==> src/rtl/srp_pkg.sv <==
// Shared types and constants for the speed ramp profile sequencer.
// Used by srp_table, srp_ctrl and the top level; depends on nothing.
package srp_pkg;

    localparam int MAX_STEPS_DEF = 64;

    localparam logic [6:0]  STEP_COUNT_RST = 7'd1;
    localparam logic [15:0] TPS_RST        = 16'd1000;
    localparam logic [15:0] MIN_SPEED_RST  = 16'd10000;
    localparam logic [13:0] SEC_MAX        = 14'h3FFF;

    localparam logic [1:0] REG_STEP_COUNT = 2'd0;
    localparam logic [1:0] REG_TPS        = 2'd1;
    localparam logic [1:0] REG_MIN_SPEED  = 2'd2;

    typedef enum logic [1:0] {
        OP_TICK  = 2'd0,
        OP_LOAD  = 2'd1,
        OP_START = 2'd2,
        OP_STOP  = 2'd3
    } srp_op_t;

    typedef enum logic [2:0] {
        EV_RAMP  = 3'd0,
        EV_START = 3'd1,
        EV_END   = 3'd2,
        EV_ABORT = 3'd3,
        EV_STOP  = 3'd4
    } srp_event_t;

    typedef struct packed {
        logic [15:0] target;
        logic [13:0] period;
        logic [13:0] delta;
        logic [13:0] hold;
    } srp_entry_t;

    typedef struct packed {
        logic [6:0]  step_count;
        logic [15:0] ticks_per_second;
        logic [15:0] min_speed;
    } srp_cfg_t;

    typedef struct packed {
        logic        valid;
        logic [15:0] speed;
        logic [5:0]  step_index;
        srp_event_t  event_res;
    } srp_result_t;

endpackage

==> src/rtl/srp_ctrl.sv <==
// Sequencer state and per-request update: ramp, hold, advance, start and stop.
// Reads the step table through srp_table and steers its read address; depends on srp_pkg.
module srp_ctrl #(
    parameter int MAX_STEPS = srp_pkg::MAX_STEPS_DEF
) (
    input  logic                         aclk,
    input  logic                         aresetn,
    input  logic                         fire,
    input  srp_pkg::srp_op_t             op,
    input  srp_pkg::srp_cfg_t            cfg,
    input  srp_pkg::srp_entry_t          cur_entry,
    input  logic [15:0]                  nxt_target,
    input  logic [15:0]                  first_target,
    output logic [$clog2(MAX_STEPS)-1:0] rd_addr,
    output srp_pkg::srp_result_t         result
);
    import srp_pkg::*;

    localparam int STEP_W = $clog2(MAX_STEPS);
    localparam int LIM_W  = (STEP_W + 1 > 7) ? STEP_W + 1 : 7;
    localparam int IDX_W  = (STEP_W > 6) ? STEP_W : 6;

    typedef enum logic [1:0] {
        PH_IDLE,
        PH_RAMP,
        PH_HOLD
    } phase_t;

    phase_t            phase_reg, phase_next;
    logic [15:0]       cmd_reg, cmd_next;
    logic [15:0]       goal_reg, goal_next;
    logic [STEP_W-1:0] step_reg, step_next;
    logic [15:0]       tick_reg, tick_next;
    logic [13:0]       sec_reg, sec_next;

    logic [13:0]       period_eff;
    logic [15:0]       tps_eff;
    logic [16:0]       tick_inc;
    logic [16:0]       up_sum;
    logic [15:0]       up_val;
    logic [15:0]       down_diff;
    logic [15:0]       down_val;
    logic [15:0]       ramp_val;
    logic [13:0]       sec_inc;
    logic [LIM_W-1:0]  limit;
    logic [LIM_W-1:0]  step_plus;
    logic [IDX_W-1:0]  step_ext;

    assign period_eff = (cur_entry.period == '0) ? 14'd1 : cur_entry.period;
    assign tps_eff    = (cfg.ticks_per_second == '0) ? 16'd1 : cfg.ticks_per_second;
    assign tick_inc   = {1'b0, tick_reg} + 17'd1;

    // Ramp arithmetic: move toward the goal by delta and clamp at the goal.
    assign up_sum    = {1'b0, cmd_reg} + 17'(cur_entry.delta);
    assign up_val    = (up_sum > {1'b0, goal_reg}) ? goal_reg : up_sum[15:0];
    assign down_diff = cmd_reg - goal_reg;
    assign down_val  = (down_diff <= 16'(cur_entry.delta)) ? goal_reg
                                                            : cmd_reg - 16'(cur_entry.delta);
    assign ramp_val  = (cmd_reg < goal_reg) ? up_val :
                       (cmd_reg > goal_reg) ? down_val : cmd_reg;

    assign limit     = (LIM_W'(cfg.step_count) > LIM_W'(MAX_STEPS)) ? LIM_W'(MAX_STEPS)
                                                                     : LIM_W'(cfg.step_count);
    assign step_plus = LIM_W'(step_reg) + LIM_W'(1);
    assign step_ext  = IDX_W'(step_reg);

    always_comb begin
        phase_next = phase_reg;
        cmd_next   = cmd_reg;
        goal_next  = goal_reg;
        step_next  = step_reg;
        tick_next  = tick_reg;
        sec_next   = sec_reg;
        sec_inc    = sec_reg;
        result     = '{valid: 1'b0, speed: '0, step_index: step_ext[5:0], event_res: EV_RAMP};

        if (fire) begin
            unique case (op)
                OP_TICK: begin
                    unique case (phase_reg)
                        PH_RAMP: begin
                            if (tick_inc < 17'(period_eff)) begin
                                tick_next = tick_inc[15:0];
                            end else begin
                                tick_next = '0;
                                if (ramp_val < cfg.min_speed) begin
                                    phase_next       = PH_IDLE;
                                    cmd_next         = '0;
                                    goal_next        = '0;
                                    sec_next         = '0;
                                    result.valid     = 1'b1;
                                    result.event_res = EV_ABORT;
                                end else begin
                                    cmd_next = ramp_val;
                                    if (ramp_val == goal_reg) begin
                                        phase_next = PH_HOLD;
                                        sec_next   = '0;
                                    end
                                    result.valid     = 1'b1;
                                    result.speed     = ramp_val;
                                    result.event_res = EV_RAMP;
                                end
                            end
                        end
                        PH_HOLD: begin
                            if (tick_inc >= 17'(tps_eff)) begin
                                tick_next = '0;
                                if (sec_reg < SEC_MAX) begin
                                    sec_inc = sec_reg + 14'd1;
                                end
                            end else begin
                                tick_next = tick_inc[15:0];
                            end
                            sec_next = sec_inc;
                            if (sec_inc >= cur_entry.hold) begin
                                tick_next = '0;
                                sec_next  = '0;
                                if (step_plus >= limit) begin
                                    phase_next       = PH_IDLE;
                                    cmd_next         = '0;
                                    goal_next        = '0;
                                    result.valid     = 1'b1;
                                    result.event_res = EV_END;
                                end else begin
                                    step_next  = step_plus[STEP_W-1:0];
                                    goal_next  = nxt_target;
                                    phase_next = (cmd_reg == nxt_target) ? PH_HOLD : PH_RAMP;
                                end
                            end
                        end
                        default: begin
                            // Ticks while idle are dropped.
                        end
                    endcase
                end
                OP_LOAD: begin
                    // The table write is issued by the top level.
                end
                OP_START: begin
                    step_next        = '0;
                    cmd_next         = first_target;
                    goal_next        = first_target;
                    phase_next       = PH_HOLD;
                    tick_next        = '0;
                    sec_next         = '0;
                    result.valid     = 1'b1;
                    result.speed     = first_target;
                    result.step_index = '0;
                    result.event_res = EV_START;
                end
                OP_STOP: begin
                    phase_next       = PH_IDLE;
                    cmd_next         = '0;
                    goal_next        = '0;
                    tick_next        = '0;
                    sec_next         = '0;
                    result.valid     = 1'b1;
                    result.event_res = EV_STOP;
                end
                default: begin
                end
            endcase
        end
    end

    // The table is read at the step this update leaves behind, so the entry is
    // ready for the request in the next cycle.
    assign rd_addr = step_next;

    always_ff @(posedge aclk) begin
        if (!aresetn) begin
            phase_reg <= PH_IDLE;
            cmd_reg   <= '0;
            goal_reg  <= '0;
            step_reg  <= '0;
            tick_reg  <= '0;
            sec_reg   <= '0;
        end else begin
            phase_reg <= phase_next;
            cmd_reg   <= cmd_next;
            goal_reg  <= goal_next;
            step_reg  <= step_next;
            tick_reg  <= tick_next;
            sec_reg   <= sec_next;
        end
    end

endmodule

==> config.mk <==
export PLATFORM = sky130hd
export DESIGN_NAME = srp_ctrl
export DESIGN_NICKNAME = d
export VERILOG_FILES = /design/src/rtl/srp_pkg.sv /design/src/rtl/srp_ctrl.sv
export SDC_FILE = /design/constraint.sdc
export NUM_CORES = 1
export LEC_CHECK = 0
export BUFFER_PORTS_ARGS = -buffer_cell sky130_fd_sc_hd__buf_2
export CAP_MARGIN = 20
export CORE_AREA = 2 2 158 160
export DETAILED_ROUTE_END_ITERATION = 16
export DIE_AREA = 0 0 160 162
export SKIP_LAST_GASP = 1
export SYNTH_ARGS = -nofsm -noshare
export SYNTH_HDL_FRONTEND = slang
export SYNTH_SLANG_ARGS = --single-unit
==> constraint.sdc <==
create_clock -name aclk -period 11.15 [get_ports aclk]
set_clock_uncertainty 0.05 [all_clocks]
set_input_delay 1.115 -clock aclk [delete_from_list [all_inputs] [get_ports aclk]]
set_output_delay 1.115 -clock aclk [all_outputs]
set_load 0.01 [all_outputs]
; ---- Word level (Yosys, flattened, before mapping)
; Cells that the tools add are included.
[word_totals]
word_cells = 109
input_bits = 134
ff_bits = 70
out_inout_bits = 32
[classes]
n_eq_ne = 12
n_lt_le_gt_ge = 11
muxes = 63
reduce_logical = 11
n_addsub = 6
[ops]
columns = op, n
row1 = $mux W16, 17
row2 = $pmux W16 S2, 5
row3 = $mux W14, 10
row4 = $pmux W16 S3, 2
row5 = $pmux W14 S2, 2
row6 = $eq A16 B16 Y1, 2
row7 = $lt A16 B16 Y1, 2
row8 = $mux W6, 5
row9 = $mux W26, 1
row10 = $mux W2, 10
row11 = $reduce_and A6 Y1, 3
row12 = $add A16 B1 Y17 const B, 1
row13 = $add A16 B14 Y17, 1
row14 = $ge A17 B16 Y1, 1
row15 = $gt A17 B16 Y1, 1
row16 = $lt A17 B14 Y1, 1
row17 = $mux W17, 1
row18 = $gt A16 B16 Y1, 1
row19 = $le A16 B14 Y1, 1
row20 = $logic_not A16 Y1, 1
row21 = $sub A16 B14 Y16, 1
row22 = $sub A16 B16 Y16, 1
row23 = $add A14 B1 Y14 const B, 1
row24 = $ge A14 B14 Y1, 1
row25 = other kinds (23), 31

; ---- Logic depth before layout (Yosys ltp)
[depth]
word_depth = 12
depth_mapped = 41
depth_no_buf = 38

; ---- Least setup slack after synthesis
; OpenSTA, ideal clock, no wires.
[synth_path]
path_type = input to output
from = input cur_entry[18] in the netlist's numbering
to = output result[1] in the netlist's numbering
slack_ns = 2.622
arrival_ns = 7.363
stages = 34
path_cell_list = inv_1 ha_1 buf_2 inv_1 o21a_1 o221a_2 a2111o_1 o311ai_1 o21bai_1 a21o_1 xnor2_1 inv_1 ha_1 nand4_1 nor4_1 a211o_1 a31o_2 nand3_2 clkbuf_1 nor2_1 a211oi_1 a2bb2oi_1 ha_1 a21o_1 a21o_1 a21o_1 a21oi_1 nor2b_1 o21ai_0 nand2b_1 a21oi_1 o31ai_1 or2_2 a2111oi_0
[synth_lines]
columns = item, line_no
row1 = "start, declared", srp_ctrl.sv:11  ; input srp_pkg::srp_entry_t cur_entry,
row2 = "end, declared", srp_ctrl.sv:15  ; output srp_pkg::srp_result_t result

==> run_results.csv <==
group,metric,value,unit
clock_network,clk-insertion-delay-late,0.34,ns
floorplanning,die_w,160,µm
setup_path,cp_max_fo,11,
floorplanning,io_pins,166,
finish,nets,1843,
power,combinationalPowerShare,0.635,
setup_path,max_stage_delay,0.58,ns
clock_network,clkTransAtPathRegs,0.06,ns
timing,slew_viol_final,0,
setup_path,worstPathRequired,9.99,ns
place,io_buffers,149,
global_routing,antenna_found_initial,2,
timing,fin_crit,10.13,ns
global_routing,overflow,0,
setup_path,rrSetupSlack,2.52,ns
power,irDropWorstVdd,0.0743,mV
power,clkPwrFrac,0.190,
synth,synthCells,1456,
timing,period_share,0.908,
drt,drt-pass1-iter-count,5,
drt,ant_nets,0,
drt,vias,11300,
synth,synth_nets,1737,
power,p_sw,795,µW
synth,synth_edf_count,0,
synth,ys.flop_type,"dfxtp_1",
timing,tns,0,ns
floorplanning,rows,57,
power,leakagePower,0.00554,µW
place,place_congestion,0.922,
setup_path,crit_path_end_kind,"primary output",
outcome,outcome,"complete, no violations",
finish,areaGrowthSynthToFinish,12.4,%
timing,setup_viol,0,
synth,ys_ff_latch,70,
global_routing,grt_pass1_wl,55900,µm
timing,hold_viol,0,
power,internal-power,843,µW
synth,ys_seq_area_frac,0.133,
clock_network,cts_root_buf,"clkbuf_16",
clock_network,postCtsSetupBuffers,0,
floorplanning,die_h,162,µm
clock_network,cts_sinks,70,
synth,async_flop_share,0,
finish,drive_above_1_share,0.138,
drt,drcViolationCount,0,
setup_path,r2r_start,"cmd_reg[1]",
clock_network,cts_buffers,9,
clock_network,htreeDepth,3,
synth,synth.distinct_cells,89,
synth,netlist_area,0.0105,mm²
clock_network,clk_path_buf_depth,2,
clock_network,tritoncts,"yes",
setup_path,worstSetupStartpoint,"cur_entry[15]",
setup_path,reg2regPathDepth,31,
power,swShare,0.485,
floorplanning,design.die.area,0.0259,mm²
setup_path,cp.arrival,8.96,ns
floorplanning,coreArea,0.0241,mm²
global_routing,grt_max_degree,45,
drt,first_iter_violations,976,
clock_network,hold_buffers,0,
synth,syn_avg_cell_area,7.25,µm²
setup_path,start_kind,"input pin",
worst_hold_path,hp-class,"flip-flop to flip-flop",
timing,fmax,98.8,MHz
synth,yosysWarnings,0,
clock_network,cts_resized,0,
setup_path,critical_path_class,"input pin to primary output",
timing,rsz0062_at_grt,"no",
setup_path,slowest_stage,"xor2_1",
global_routing,grt_use_total,0.270,
run,cap_violations,0,
drt,vias_per_cell,5.95,
timing,max_slew_margin,0.322,
setup_path,cp-endpoint,"result[16]",
drt,routedWlPerCell,19.1,µm
global_routing,grt_pass1_vias,10200,
place,post-dp-hpwl,28800,µm
power,power.density,138,mW/mm²
setup_path,r2r_end,"phase_reg[1]",
drt,drt-total-wl,36100,µm
power,seq_power_share,0.175,
timing,worst_slew_pin_slew,1.01,ns
floorplanning,start_util,0.438,
power,finalPower,1640,µW
cell usage after synthesis (10+ instances only):
cell type  number  area (µm²)
ha_1          144        1800
inv_1         129         484
nor2_1        123         462
nand2_1       118         443
a21oi_1       110         551
o21ai_0        94         470
dfxtp_1        70        1400
clkbuf_1       50         188
xnor2_1        47         412
a211oi_1       37         278
xor2_1         37         324
a21o_1         29         218
nand3_1        28         140
nand4_1        26         163
mux2i_1        24         240
nor2b_1        24         150
a22oi_1        23         173
nand2b_1       22         138
a221oi_1       21         184
o211ai_1       21         158
nor3_1         20         100
nor4_1         20         125
a31oi_1        19         119
and2_1         18         113
and3_1         17         106
buf_2          14        70.1
a21boi_0       13        97.6
o21a_1         10        75.1
how the worst min path moves through the flow:
stage | startpoint | end | slack, ns | cells past startpoint
floorplan | sec_reg[5] | sec_reg[5] | 0.41 | 2
global placement | sec_reg[5] | sec_reg[5] | 0.43 | 2
detailed placement | phase_reg[1] | phase_reg[1] | 0.44 | 2
CTS | sec_reg[11] | sec_reg[11] | 0.45 | 2
global route | sec_reg[5] | sec_reg[5] | 0.46 | 2
finish | sec_reg[5] | sec_reg[5] | 0.44 | 2
critical path: cells and delay by family:
kind            cells  cell delay (ns)
fa+ha+maj           3             0.87
compound gates     15             3.66
buf+inv             4             0.71
xor+xnor            1             0.58
simple gates        9             1.98
cells by family (layout without fill, tap and decap cells):
logic type / after synthesis / count (layout) / synth area share
and+or+nand+nor: 454 / 454 / 0.215
xor gates and xnor gates: 84 / 84 / 0.0697
other: 0 / 2 / 0
DFF: 70 / 70 / 0.133
buffers and inverters: 200 / 311 / 0.0754
AOI/OAI and AO/OA: 475 / 475 / 0.306
muxes: 26 / 26 / 0.0249
adders and majority gates: 147 / 147 / 0.176
per-layer routing:
metal / vias up / global-route usage / share of wire
met5: - / 0 / 0
met3: 80 / 0.0378 / 0.076
met1: 5176 / 0.391 / 0.47
met2: 456 / 0.413 / 0.43
met4: 0 / 0.0844 / 0.030
li1: 5553 / - / -
through the flow:
step	util	hold slack (ns)	cell area (µm²)	setup slack, ns	cells
after floorplan	-	0.407	10500	2.62	1456
after global placement	0.478	0.426	11500	1.36	1874
after CTS	0.492	0.446	11900	1.30	1891
final	0.492	0.443	11900	1.02	1893
after global routing	0.492	0.456	11900	0.489	1893
after detailed placement	0.479	0.437	11500	1.34	1875
power groups by stage:
stage               logic, µW  clock network, µW  registers [µW]
floorplan                 739                  0             280
global placement          999                  0             292
global route             1140                325             288
finish                   1040                311             287
detailed placement       1010                  0             292
CTS                      1010                314             287
cell type report:
cell class | count | area, µm²
tap | 324 | 405
multi-input combinational | 1186 | 8380
timing repair buffer | 165 | 870
clock buffer | 10 | 229
clock inverter | 6 | 86.3
sequential | 70 | 1400
inverter | 130 | 488
antenna | 2 | 5.00
fill | 2525 | 12200
layout by cell type (no fill, tap or decap), types with 20 or more instances in the layout:
cell / n
buf_2: 149
ha_1: 144
inv_1: 129
nor2_1: 123
nand2_1: 118
a21oi_1: 110
o21ai_0: 94
dfxtp_1: 70
xnor2_1: 47
xor2_1: 37
a211oi_1: 37
a21o_1: 29
nand3_1: 28
nand4_1: 26
mux2i_1: 24
nor2b_1: 23
a22oi_1: 23
nand2b_1: 22
a221oi_1: 21
o211ai_1: 21
nor3_1: 20
Power figures use the tool's default switching activity.
